==> src/rtl/rounded_corner_pixel_mask_core_macros.svh <==
// Assertion macros shared by the rounded corner mask RTL.
// Included by the modules that carry concurrent checks.
`ifndef ROUNDED_CORNER_PIXEL_MASK_CORE_MACROS_SVH
`define ROUNDED_CORNER_PIXEL_MASK_CORE_MACROS_SVH

// Same-cycle implication, disabled during reset.
`define RCPM_ASSERT_IMP(label, clk, rst, ante, cons, msg) \
  label: assert property (@(posedge clk) disable iff (rst) (ante) |-> (cons)) \
    else $error(msg);

// Next-cycle implication, disabled during reset.
`define RCPM_ASSERT_NXT(label, clk, rst, ante, cons, msg) \
  label: assert property (@(posedge clk) disable iff (rst) (ante) |=> (cons)) \
    else $error(msg);

`endif

==> src/rtl/rcpm_pkg.sv <==
// Shared types, register indexes and default sizes for the rounded corner mask.
// No dependencies.
`timescale 1ns / 1ps
package rcpm_pkg;

  localparam int RCPM_MAX_WIDTH  = 2048;
  localparam int RCPM_MAX_HEIGHT = 2048;
  localparam int RCPM_COV_FRAC   = 12;

  // Half-pixel distance offsets fit in 11 bits, so the root has 12 integer bits.
  localparam int DIST_W     = 11;
  localparam int ROOT_INT_W = 12;

  localparam int CFG_W     = 12;
  localparam int CFG_IDX_W = 3;

  localparam logic [CFG_IDX_W-1:0] REG_FRAME_WIDTH  = 3'd0;
  localparam logic [CFG_IDX_W-1:0] REG_FRAME_HEIGHT = 3'd1;
  localparam logic [CFG_IDX_W-1:0] REG_CORNER_RADIUS = 3'd2;
  localparam logic [CFG_IDX_W-1:0] REG_BAND_TOP     = 3'd3;
  localparam logic [CFG_IDX_W-1:0] REG_BAND_BOTTOM  = 3'd4;

  typedef struct packed {
    logic              corner;
    logic [10:0]       r;
    logic [DIST_W-1:0] dx2;
    logic [DIST_W-1:0] dy2;
    logic [31:0]       px;
  } geom_t;

  typedef struct packed {
    logic        corner;
    logic [10:0] r;
    logic [31:0] px;
  } tag_t;

endpackage

==> src/rtl/rounded_corner_pixel_mask_core.sv <==
// Rounded corner band mask for a premultiplied ARGB pixel stream. Each beat
// carries one pixel with its column and row; rows outside the band and
// columns beyond the frame come out zero, corner pixels are scaled by an
// antialiased coverage. One beat is taken every cycle while the output is not
// stalled; the square root, which resolves one root bit per stage, makes up
// most of the pipeline. A stalled output holds the whole pipeline. Register
// writes take effect for beats accepted in a later cycle than the write.
`timescale 1ns / 1ps
`include "rounded_corner_pixel_mask_core_macros.svh"
module rounded_corner_pixel_mask_core import rcpm_pkg::*; #(
  parameter int MAX_WIDTH          = RCPM_MAX_WIDTH,
  parameter int MAX_HEIGHT         = RCPM_MAX_HEIGHT,
  parameter int COVERAGE_FRAC_BITS = RCPM_COV_FRAC
) (
  input  logic                 clk,
  input  logic                 rst,
  input  logic                 cfg_wr_en,
  input  logic [CFG_IDX_W-1:0] cfg_wr_index,
  input  logic [CFG_W-1:0]     cfg_wr_data,
  input  logic                 s_tvalid,
  output logic                 s_tready,
  input  logic [55:0]          s_tdata,  // pixel_in[31:0], column[42:32], row[53:43], zero
  output logic                 m_tvalid,
  input  logic                 m_tready,
  output logic [31:0]          m_tdata   // pixel_out[31:0]
);

  localparam int ROOT_W = ROOT_INT_W + COVERAGE_FRAC_BITS;
  localparam int SQ_W   = 2 * DIST_W;
  localparam int SUM_W  = SQ_W + 1;
  localparam int TAG_W  = $bits(tag_t);

  logic en;
  assign en       = !m_tvalid || m_tready;
  assign s_tready = en;

  logic  g_vld;
  geom_t g;

  rcpm_geom #(
    .MAX_WIDTH  (MAX_WIDTH),
    .MAX_HEIGHT (MAX_HEIGHT)
  ) u_geom (
    .clk          (clk),
    .rst          (rst),
    .cfg_wr_en    (cfg_wr_en),
    .cfg_wr_index (cfg_wr_index),
    .cfg_wr_data  (cfg_wr_data),
    .en           (en),
    .in_valid     (s_tvalid),
    .in_px        (s_tdata[31:0]),
    .in_col       (s_tdata[42:32]),
    .in_row       (s_tdata[53:43]),
    .out_valid    (g_vld),
    .out_geom     (g)
  );

  logic            sq_vld, sum_vld;
  logic [SQ_W-1:0] dx_sq, dy_sq;
  logic [SUM_W-1:0] dist_sq;
  tag_t            sq_tag, sum_tag;

  always_ff @(posedge clk) begin
    if (rst) begin
      sq_vld  <= 1'b0;
      sum_vld <= 1'b0;
    end else if (en) begin
      sq_vld  <= g_vld;
      sum_vld <= sq_vld;
    end
  end

  always_ff @(posedge clk) begin
    if (en) begin
      dx_sq   <= g.dx2 * g.dx2;
      dy_sq   <= g.dy2 * g.dy2;
      sq_tag  <= '{corner: g.corner, r: g.r, px: g.px};
      dist_sq <= {1'b0, dx_sq} + {1'b0, dy_sq};
      sum_tag <= sq_tag;
    end
  end

  logic              rt_vld;
  logic [ROOT_W-1:0] root;
  logic [TAG_W-1:0]  rt_tag_bits;
  tag_t              rt_tag;

  rcpm_isqrt #(
    .ROOT_W (ROOT_W),
    .TAG_W  (TAG_W)
  ) u_isqrt (
    .clk       (clk),
    .rst       (rst),
    .en        (en),
    .in_valid  (sum_vld),
    .in_v      ((2*ROOT_W)'(dist_sq) << (2 * COVERAGE_FRAC_BITS)),
    .in_tag    (sum_tag),
    .out_valid (rt_vld),
    .out_root  (root),
    .out_tag   (rt_tag_bits)
  );

  assign rt_tag = tag_t'(rt_tag_bits);

  rcpm_scale #(
    .COVERAGE_FRAC_BITS (COVERAGE_FRAC_BITS),
    .ROOT_W             (ROOT_W)
  ) u_scale (
    .clk       (clk),
    .rst       (rst),
    .en        (en),
    .in_valid  (rt_vld),
    .in_root   (root),
    .in_tag    (rt_tag),
    .out_valid (m_tvalid),
    .out_px    (m_tdata)
  );

  // Corner offsets are odd half-pixel distances and need a nonzero radius.
  `RCPM_ASSERT_IMP(a_corner_odd, clk, rst, g_vld && g.corner, g.dx2[0] && g.dy2[0] && (g.r != 11'd0), "corner offsets malformed")
  // A held output beat must hold the input side too.
  `RCPM_ASSERT_IMP(a_stall_ready, clk, rst, m_tvalid && !m_tready, !s_tready, "input taken during output stall")
  // A corner pixel is never at the circle center, so its root is nonzero.
  `RCPM_ASSERT_IMP(a_root_nonzero, clk, rst, rt_vld && rt_tag.corner, root != '0, "zero root for a corner pixel")

endmodule

==> src/rtl/rcpm_geom.sv <==
// Configuration registers, band geometry and corner distance offsets.
// Depends on rcpm_pkg.
`timescale 1ns / 1ps
module rcpm_geom import rcpm_pkg::*; #(
  parameter int MAX_WIDTH  = RCPM_MAX_WIDTH,
  parameter int MAX_HEIGHT = RCPM_MAX_HEIGHT
) (
  input  logic                 clk,
  input  logic                 rst,
  input  logic                 cfg_wr_en,
  input  logic [CFG_IDX_W-1:0] cfg_wr_index,
  input  logic [CFG_W-1:0]     cfg_wr_data,
  input  logic                 en,
  input  logic                 in_valid,
  input  logic [31:0]          in_px,
  input  logic [10:0]          in_col,
  input  logic [10:0]          in_row,
  output logic                 out_valid,
  output geom_t                out_geom
);

  logic [11:0] frame_width, frame_height, band_top, band_bottom;
  logic [10:0] corner_radius;

  always_ff @(posedge clk) begin
    if (rst) begin
      frame_width   <= 12'd2048;
      frame_height  <= 12'd2048;
      corner_radius <= 11'd0;
      band_top      <= 12'd0;
      band_bottom   <= 12'd2048;
    end else if (cfg_wr_en) begin
      case (cfg_wr_index)
        REG_FRAME_WIDTH:   frame_width   <= cfg_wr_data;
        REG_FRAME_HEIGHT:  frame_height  <= cfg_wr_data;
        REG_CORNER_RADIUS: corner_radius <= cfg_wr_data[10:0];
        REG_BAND_TOP:      band_top      <= cfg_wr_data;
        REG_BAND_BOTTOM:   band_bottom   <= cfg_wr_data;
        default: ;
      endcase
    end
  end

  // Band limits are registered and settle in the cycle after a write.
  logic [11:0] w_c, h_c, bot_c, top_c, span_c;
  logic [10:0] r_c;
  logic [11:0] w, top, bottom, top_r, bot_r, w_r;
  logic [10:0] r;

  always_comb begin
    w_c   = (32'(frame_width) > MAX_WIDTH) ? 12'(MAX_WIDTH) : frame_width;
    h_c   = (32'(frame_height) > MAX_HEIGHT) ? 12'(MAX_HEIGHT) : frame_height;
    bot_c = (band_bottom > h_c) ? h_c : band_bottom;
    top_c = (band_top > bot_c) ? bot_c : band_top;
    span_c = bot_c - top_c;
    r_c = corner_radius;
    if (r_c > w_c[11:1]) r_c = w_c[11:1];
    if (r_c > span_c[11:1]) r_c = span_c[11:1];
  end

  always_ff @(posedge clk) begin
    w      <= w_c;
    top    <= top_c;
    bottom <= bot_c;
    r      <= r_c;
    top_r  <= top_c + {1'b0, r_c};
    bot_r  <= bot_c - {1'b0, r_c};
    w_r    <= w_c - {1'b0, r_c};
  end

  logic [31:0] px_q;
  logic [10:0] col_q, row_q;
  logic        vld_q;

  always_ff @(posedge clk) begin
    if (rst) begin
      vld_q <= 1'b0;
    end else if (en) begin
      vld_q <= in_valid;
    end
  end

  always_ff @(posedge clk) begin
    if (en) begin
      px_q  <= in_px;
      col_q <= in_col;
      row_q <= in_row;
    end
  end

  logic [11:0] col12, row12, dy_top, dy_bot, dx_lft, dx_rgt;
  logic        inband, ytop, ybot, xlft, xrgt;
  geom_t       g_next;

  always_comb begin
    col12  = {1'b0, col_q};
    row12  = {1'b0, row_q};
    inband = (row12 >= top) && (row12 < bottom) && (col12 < w);
    ytop   = row12 < top_r;
    ybot   = row12 >= bot_r;
    xlft   = col12 < {1'b0, r};
    xrgt   = col12 >= w_r;
    dy_top = {top_r[10:0] - row12[10:0], 1'b0} - 12'd1;
    dy_bot = {row12[10:0] - bot_r[10:0], 1'b1};
    dx_lft = {r - col12[10:0], 1'b0} - 12'd1;
    dx_rgt = {col12[10:0] - w_r[10:0], 1'b1};
    g_next.corner = inband && (r != 11'd0) && (ytop || ybot) && (xlft || xrgt);
    g_next.r      = r;
    g_next.dy2    = ytop ? dy_top[DIST_W-1:0] : dy_bot[DIST_W-1:0];
    g_next.dx2    = xlft ? dx_lft[DIST_W-1:0] : dx_rgt[DIST_W-1:0];
    g_next.px     = inband ? px_q : 32'd0;
  end

  always_ff @(posedge clk) begin
    if (rst) begin
      out_valid <= 1'b0;
    end else if (en) begin
      out_valid <= vld_q;
    end
  end

  always_ff @(posedge clk) begin
    if (en) begin
      out_geom <= g_next;
    end
  end

endmodule

==> src/rtl/rcpm_isqrt.sv <==
// Pipelined integer square root, one result bit per register stage.
// Depends on rcpm_pkg; carries a sideband tag alongside each operand.
`timescale 1ns / 1ps
`include "rounded_corner_pixel_mask_core_macros.svh"
module rcpm_isqrt import rcpm_pkg::*; #(
  parameter int ROOT_W = ROOT_INT_W + RCPM_COV_FRAC,
  parameter int TAG_W  = $bits(tag_t)
) (
  input  logic                  clk,
  input  logic                  rst,
  input  logic                  en,
  input  logic                  in_valid,
  input  logic [2*ROOT_W-1:0]   in_v,
  input  logic [TAG_W-1:0]      in_tag,
  output logic                  out_valid,
  output logic [ROOT_W-1:0]     out_root,
  output logic [TAG_W-1:0]      out_tag
);

  localparam int RW2 = 2 * ROOT_W;
  localparam logic [RW2-1:0] ONE = RW2'(1);

  logic [RW2-1:0]    rem [0:ROOT_W];
  logic [ROOT_W-1:0] q   [0:ROOT_W];
  logic [TAG_W-1:0]  tag [0:ROOT_W];
  logic              vld [0:ROOT_W];

  assign rem[0] = in_v;
  assign q[0]   = '0;
  assign tag[0] = in_tag;
  assign vld[0] = in_valid;

  // Stage k decides root bit ROOT_W-1-k; rem holds the operand minus q squared.
  for (genvar k = 0; k < ROOT_W; k++) begin : g_stage
    localparam int B = ROOT_W - 1 - k;
    logic [RW2-1:0] trial;
    logic           take;

    assign trial = ({{ROOT_W{1'b0}}, q[k]} << (B + 1)) | (ONE << (2 * B));
    assign take  = rem[k] >= trial;

    always_ff @(posedge clk) begin
      if (rst) begin
        vld[k+1] <= 1'b0;
      end else if (en) begin
        vld[k+1] <= vld[k];
      end
    end

    always_ff @(posedge clk) begin
      if (en) begin
        rem[k+1] <= take ? rem[k] - trial : rem[k];
        q[k+1]   <= take ? (q[k] | (ROOT_W'(1) << B)) : q[k];
        tag[k+1] <= tag[k];
      end
    end
  end

  assign out_valid = vld[ROOT_W];
  assign out_root  = q[ROOT_W];
  assign out_tag   = tag[ROOT_W];

  // A floor root leaves a remainder no larger than twice the root.
  `RCPM_ASSERT_IMP(a_rem_bound, clk, rst, vld[ROOT_W], rem[ROOT_W] <= {{(ROOT_W-1){1'b0}}, q[ROOT_W], 1'b0}, "square root remainder out of range")

endmodule

==> src/rtl/rcpm_scale.sv <==
// Coverage from the root, then per-byte scaling with round half up.
// Depends on rcpm_pkg; the last register is the output beat register.
`timescale 1ns / 1ps
module rcpm_scale import rcpm_pkg::*; #(
  parameter int COVERAGE_FRAC_BITS = RCPM_COV_FRAC,
  parameter int ROOT_W = ROOT_INT_W + COVERAGE_FRAC_BITS
) (
  input  logic              clk,
  input  logic              rst,
  input  logic              en,
  input  logic              in_valid,
  input  logic [ROOT_W-1:0] in_root,
  input  tag_t              in_tag,
  output logic              out_valid,
  output logic [31:0]       out_px
);

  localparam int F = COVERAGE_FRAC_BITS;

  logic [ROOT_W-1:0] num, diff;
  logic [ROOT_W-1:0] cov_full;
  logic              pass_c;

  always_comb begin
    num      = ROOT_W'({in_tag.r, 1'b1}) << F;
    diff     = num - in_root;
    cov_full = (in_root >= num) ? '0 : {1'b0, diff[ROOT_W-1:1]};
    pass_c   = !in_tag.corner || (cov_full >= (ROOT_W'(1) << F));
  end

  logic [F-1:0] cov;
  logic         pass, vld_c;
  logic [31:0]  px_c;

  always_ff @(posedge clk) begin
    if (rst) begin
      vld_c <= 1'b0;
    end else if (en) begin
      vld_c <= in_valid;
    end
  end

  always_ff @(posedge clk) begin
    if (en) begin
      cov  <= cov_full[F-1:0];
      pass <= pass_c;
      px_c <= in_tag.px;
    end
  end

  logic [31:0] scaled;

  for (genvar b = 0; b < 4; b++) begin : g_byte
    logic [F+7:0] rnd;
    assign rnd = px_c[8*b +: 8] * cov + ((F+8)'(1) << (F - 1));
    assign scaled[8*b +: 8] = rnd[F +: 8];
  end

  always_ff @(posedge clk) begin
    if (rst) begin
      out_valid <= 1'b0;
    end else if (en) begin
      out_valid <= vld_c;
    end
  end

  always_ff @(posedge clk) begin
    if (en) begin
      out_px <= pass ? px_c : scaled;
    end
  end

endmodule

==> config.mk <==
export PLATFORM = sky130hd
export DESIGN_NAME = rounded_corner_pixel_mask_core
export DESIGN_NICKNAME = d
export VERILOG_FILES = /design/src/rtl/rcpm_pkg.sv /design/src/rtl/rounded_corner_pixel_mask_core.sv /design/src/rtl/rcpm_geom.sv /design/src/rtl/rcpm_isqrt.sv /design/src/rtl/rcpm_scale.sv
export VERILOG_INCLUDE_DIRS = /design/src /design/src/rtl
export SDC_FILE = /design/constraint.sdc
export NUM_CORES = 2
export LEC_CHECK = 0
export BUFFER_PORTS_ARGS = -buffer_cell sky130_fd_sc_hd__buf_4
export CORE_ASPECT_RATIO = 0.7
export CORE_UTILIZATION = 45
export DETAILED_ROUTE_END_ITERATION = 12
export GPL_TIMING_DRIVEN = 1
export PLACE_DENSITY_LB_ADDON = 0.05
export SYNTH_ARGS = -nofsm -noshare
export SYNTH_HDL_FRONTEND = slang
export SYNTH_SLANG_ARGS = --single-unit
export TNS_END_PERCENT = 5
==> constraint.sdc <==
create_clock -name clk -period 81.5 [get_ports clk]
set_input_delay 4.075 -clock clk [delete_from_list [all_inputs] [get_ports clk]]
set_output_delay 4.075 -clock clk [all_outputs]
set_load 0.01 [all_outputs]
======== Word level (Yosys, flattened, before mapping) ========
Index checks and enable logic that the tools add are counted.
cells by class
  $add $sub $neg .......................... 39
  multipliers ............................. 6
  divide/modulo/power cells ............... 0
  $lt $le $gt $ge ......................... 39
  equal/unequal tests ..................... 4
  shift operators ......................... 0
  mux-type cells .......................... 34
  bitwise operators ....................... 0
  reduce and logical (&&, ||, !) cells .... 18
operators with widths
  kind                    count
  $mux 48                 22
  $add 20x12->20 const B  4
  $mul 8x12->20           4
  $ge 48x25->1            1
  $ge 48x26->1            1
  $ge 48x27->1            1
  $ge 48x28->1            1
  $ge 48x29->1            1
  $ge 48x30->1            1
  $ge 48x31->1            1
  $ge 48x32->1            1
  $ge 48x33->1            1
  $ge 48x34->1            1
  $ge 48x35->1            1
  $ge 48x36->1            1
  $ge 48x37->1            1
  $ge 48x38->1            1
  $ge 48x39->1            1
  $ge 48x40->1            1
  $ge 48x41->1            1
  $ge 48x42->1            1
  $ge 48x43->1            1
  $ge 48x44->1            1
  $ge 48x45->1            1
  57 further kinds        89
word-level totals
  bits in registers ....................... 3260
  latch bits .............................. 0
  RAM bits ................................ 0
  memory bits (read-only) ................. 0
  bits of input ports ..................... 76
  output and inout bits ................... 34
  logic and storage cells ................. 300
  memories ................................ 0

======== Logic depth before layout (Yosys ltp) ========
  word-level depth ........................ 10
  mapped depth ............................ 52
  gate-level depth less buffers ........... 47

======== By module ========
A second synthesis with hierarchy kept.
second synthesis, totals
  cells, all modules ...................... 10716
  area total of the unflattened synthesis .. 142218.9 um2
by module, submodules not included
  module                          times used  cells each  area an instance (um2)  seq. area each (um2)
  rcpm_isqrt                      1           6471        99870.8                 74351.3
  rcpm_scale                      1           1694        15524.9                 2352.3
  rcpm_geom                       1           1513        14669.1                 6426.2
  rounded_corner_pixel_mask_core  1           1038        12154.2                 4634.4

======== Worst setup path before layout ========
OpenSTA, ideal clock, no wires.
  kind .................................... input to output
  from .................................... input m_tready
  to ...................................... output s_tready
  arrival time ............................ 67781 ps
  required time ........................... 77425 ps
  path slack .............................. 9644 ps
  stages on the path ...................... 3
  path buffers ............................ 1
  cells stage by stage .................... nor2b_1 inv_1 clkbuf_1
between the ends
  cells in the longest elaborated chain, start to end .. 1
RTL lines
  what                line                                  text
  start: declaration  rounded_corner_pixel_mask_core.sv:24  input logic m_tready,
  $logic_or 1x1->1    rounded_corner_pixel_mask_core.sv:34  assign en = !m_tvalid || m_tready;
  end: declaration    rounded_corner_pixel_mask_core.sv:21  output logic s_tready,
Every way passes these cells.

======== Worst setup path in the final report ========
  from .................................... register u_geom.frame_height[11]
  to ...................................... register u_geom.bot_r[11]
between the ends
  cells in the longest elaborated chain, start to end .. 10
RTL lines
  what                      line             text
  start: declaration        rcpm_geom.sv:22  logic [11:0] frame_width, frame_height, band_top, band_bottom;
  start signal: assignment  rcpm_geom.sv:35  REG_FRAME_HEIGHT: frame_height <= cfg_wr_data;
  $gt 12x12->1              rcpm_geom.sv:52  h_c = (32'(frame_height) > MAX_HEIGHT) ? 12'(MAX_HEIGHT) : frame_height;
  $mux 12 *                 rcpm_geom.sv:52
  $gt 12x12->1              rcpm_geom.sv:53  bot_c = (band_bottom > h_c) ? h_c : band_bottom;
  $mux 12 *                 rcpm_geom.sv:53
  via u_geom.bot_c[1]       rcpm_geom.sv:45  logic [11:0] w_c, h_c, bot_c, top_c, span_c;
  $gt 12x12->1 *            rcpm_geom.sv:54  top_c = (band_top > bot_c) ? bot_c : band_top;
  $mux 12 *                 rcpm_geom.sv:54
  via u_geom.top_c[4]       rcpm_geom.sv:45
  $sub 12x12->12 *          rcpm_geom.sv:55  span_c = bot_c - top_c;
  $gt 11x11->1              rcpm_geom.sv:58  if (r_c > span_c[11:1]) r_c = span_c[11:1];
  $mux 11 *                 rcpm_geom.sv:58
  $sub 12x11->12 *          rcpm_geom.sv:67  bot_r <= bot_c - {1'b0, r_c};
  end signal: assignment    rcpm_geom.sv:67
  end: declaration          rcpm_geom.sv:47  logic [11:0] w, top, bottom, top_r, bot_r, w_r;
Mark *: on every way through the listed nets, which the timed path passes. The rest lies on a longest branch.
A chain may end at the register's enable or synchronous reset.

==> summary.md <==
| Metric | Value |
|---|---|
| Status | `completed` |
| Root Driver | `clkbuf_16` |
| Clk buf depth | `4` |
| Rows | `158` |
| Final Cycle Share | `between 10% and 20%` |
| PortBufs | `107` |
| Post-CTS setup buffers | `0` |
| Vias | `~66k` |
| Overflow after GRT | `0` |
| Final Hold Vio Count | `0` |
| Worst setup margin | `70.36 ns` |
| Worst Skew | `0.0603 ns` |
| Flops & latches, synth | `2522` |
| Max incr delay on CP | `0.84 ns` |
| Final WL | `223000 µm` |
| Commonest cells post-synth | `edfxtp_1 (2350), inv_1 (1085), nand2_1 (807), ha_1 (789), a21oi_1 (470)` |
| Relative slew slack | `18.9%` |
| Cells after DPL | `12.7k` |
| Leak pwr | `57.9 nW` |
| Layout cells sized above 1 | `6.52%` |
| Initial core utilization | `45.5%` |
| Area contributors post-synth | `edfxtp_1 (58%), ha_1 (8.2%), fa_1 (6.3%)` |
| Vias per cell | `~5.1` |
| RSZ-0062 raised after global routing | `no` |
| Setup TNS | `0 ns` |
| Hold-fix buffers, CTS | `0` |
| Share of the synthesized area in the top cell type | `58.3%` |
| CTS tree | `built` |
| CORE AREA | `0.266 mm²` |
| Crit-path slowest cell | `o21ai_0` |
| Area grow syn2layout | `11.0%` |
| Worst setup endpoint | `u_geom.bot_r[11]` |
| Area leader, netlist | `edfxtp_1` |
| Cells after synthesis | `between 9k and 10k` |
| Synthesized area per cell | `13.2 µm²` |
| VDD IR-drop max | `about 0.00017 V` |
| Cts bufs inserted | `between 200 and 300` |
| Cell area after synthesis | `around 0.12 mm²` |
| Initial antenna violation count | `6` |
| Non-Filler Instances | `13.1k` |
| Drt drc | `0` |
| Fin crit period | `about 11 ns` |
| GR Util All Layers | `16.5%` |
| First-pass GRT wire length | `361000 µm` |
| Crit Path Max Fanout | `37` |
| Layout Nets | `10.7k` |
| Most common cell on crit path | `o21ai_0` |
| Vias in the first global route | `66.5k` |
| Initial drt markers | `4712` |
| Yosys cell types | `84` |
| Number of synthesized flops with an enable pin | `2350` |
| Fillcell total | `approximately 23k` |
| Power Dens Cells | `46.4 mW/mm²` |
| Sequential fraction of the synthesis area | `roughly three fifths` |
| CP Data Required Time | `82.21 ns` |
| Slew Viols, Final | `0` |
| Worst-Margin Slew | `between 1 and 1.5 ns` |
| Reg2reg setup slack | `70.36 ns` |
| HP Class | `register to register` |
| Top Ports | `110` |
| DP HPWL | `154000 µm` |
| Reg2reg end | `u_geom.bot_r[11]` |
| Beginning of the critical path | `u_geom.frame_height[11]` |
| CTS clk-pin slew, worst paths | `around 0.060 ns` |
| Die area | `0.271 mm²` |
| Worst endpoint data arrival time | `~12 ns` |
| PostCTS Resize Cnt | `0` |
| Hold_ws | `0.364 ns` |
| Worst R2R Path Depth | `between 40 and 50` |
| Die width | `622 µm` |
| Peak Freq | `89.8 MHz` |
| Drt first pass iters | `6` |
| Startpoint types | `register` |
| CP endpoint kind | `register` |
| Max Cap Viol | `0` |
| Post-synth ARST share | `0%` |
| Clk_lat worst skew | `~0.85 ns` |
| Mapped Nets | `approximately 10k` |
| Synth Flop Type | `edfxtp_1` |
| Final setup viols | `0` |
| Top-count cell post-synth | `edfxtp_1` |
| Drt wl/cell | `17.0 µm` |
| Die Y | `roughly 440 µm` |
| Crit path kind | `register to register` |
| Post-DRT Antenna Nets | `0` |
| Placer Congestion | `0.830` |
| Clk sinks | `2522` |
| Largest net degree at the start of global routing | `between 200 and 250` |
| Dpl ws | `70.39 ns` |
| YS warnings | `0` |
| Reg2Reg Launch Point | `u_geom.frame_height[11]` |
| H-tree depth | `5` |
-- flip-flops by register name, summed over array words and instances (netlist names), 21 cells and up --
signal	cells
u_isqrt.rem	650
u_isqrt.out_root	24
u_geom.px_q	32
u_scale.out_px	32
sum_tag	44
u_isqrt.out_tag	44
u_isqrt.tag	1012
sq_tag	44
dist_sq	21
u_isqrt.vld	23
u_scale.px_c	32
u_geom.out_geom	64
u_isqrt.g_stage.trial	276
-- through the flow --
step / util, % / total power, mW / area, µm²
global route: 50.5 / 6.80 / 134000
global placement: 47.4 / 5.08 / 126000
detailed placement: 47.4 / 5.10 / 126000
CTS: 50.5 / 6.34 / 134000
finish: 50.5 / 6.23 / 134000
floorplan: - / 4.38 / 121000
-- metal layers --
layer	vias to the layer above	routed length, µm	track usage (%)
met5	-	9	0
met4	2	6140	4.81
met3	369	9430	2.46
met2	1114	94200	24.3
met1	32300	113000	25.2
li1	32700	-	-
-- worst min path at each step --
stage | from | end | slack, ns | cells past startpoint
2_1_floorplan | u_geom.out_geom[0] | sq_tag[0] | 0.40 | 0
3_3_place_gp | u_isqrt.out_tag[10] | u_scale.px_c[10] | 0.40 | 0
3_5_place_dp | u_geom.out_geom[13] | sq_tag[13] | 0.40 | 0
4_1_cts | u_isqrt.tag[615] | u_isqrt.tag[571] | 0.36 | 0
5_1_grt | u_isqrt.tag[652] | u_isqrt.tag[608] | 0.38 | 0
6_report | u_isqrt.tag[615] | u_isqrt.tag[571] | 0.36 | 0
-- layout by cell type (no fill, tap or decap), types with 42 or more instances in the layout --
cell,count
edfxtp_1,2350
inv_1,1084
nand2_1,807
ha_1,789
a21oi_1,470
nor2_1,398
fa_1,379
xnor2_1,317
o21ai_0,311
and2_1,285
clkbuf_16,276
xor2_1,261
a21o_1,177
dfxtp_1,172
buf_4,166
nor3_1,153
nand2b_1,106
o21bai_1,77
o21a_1,75
or3_1,72
nand3_1,70
nor4_1,68
nor2b_1,68
clkbuf_1,66
o31ai_1,59
mux2_2,48
clkinv_1,42
-- layout make-up --
class	count	area, µm²	share of cell area [%]
clock inverters	118	1010	0.755
flip-flops and latches	2522	74000	55.1
multi-input cells	5371	42300	31.5
diodes	2	5.00	0.00373
inverters	1089	4100	3.05
clock buffers	346	7210	5.37
well taps	3520	4400	3.28
repair buffers	170	1330	0.987
-- where the power goes --
group,leakage [nW],switching (mW),internal (mW)
combinational,26.9,1.54,1.24
clock,4.02,0.490,0.672
sequential,27.0,0.221,2.07
total,57.9,2.25,3.98
-- worst max-delay path, delay by kind of cell (launching register included) --
family	cells	cell delay [ns]
AND/OR/NAND/NOR	9	1.77
flip-flops	1	0.32
adder cells (fa/ha/maj)	5	1.73
XOR/XNOR	2	0.45
AO/OA/AOI/OAI	23	5.61
buffers and inverters	6	1.18
-- kinds of logic after synthesis --
kind of cell / after synthesis / share of synthesized area, %
AOI/OAI and AO/OA: 1364 / 6.92
muxes: 68 / 0.612
buffers and inverters: 1279 / 3.97
other: 1 / 0.00310
adders and majority gates: 1168 / 14.4
xor gates and xnor gates: 578 / 4.18
and+or+nand+nor: 2192 / 8.73
DFF: 2522 / 61.1
No activity file was read; power rests on OpenSTA's default activity.
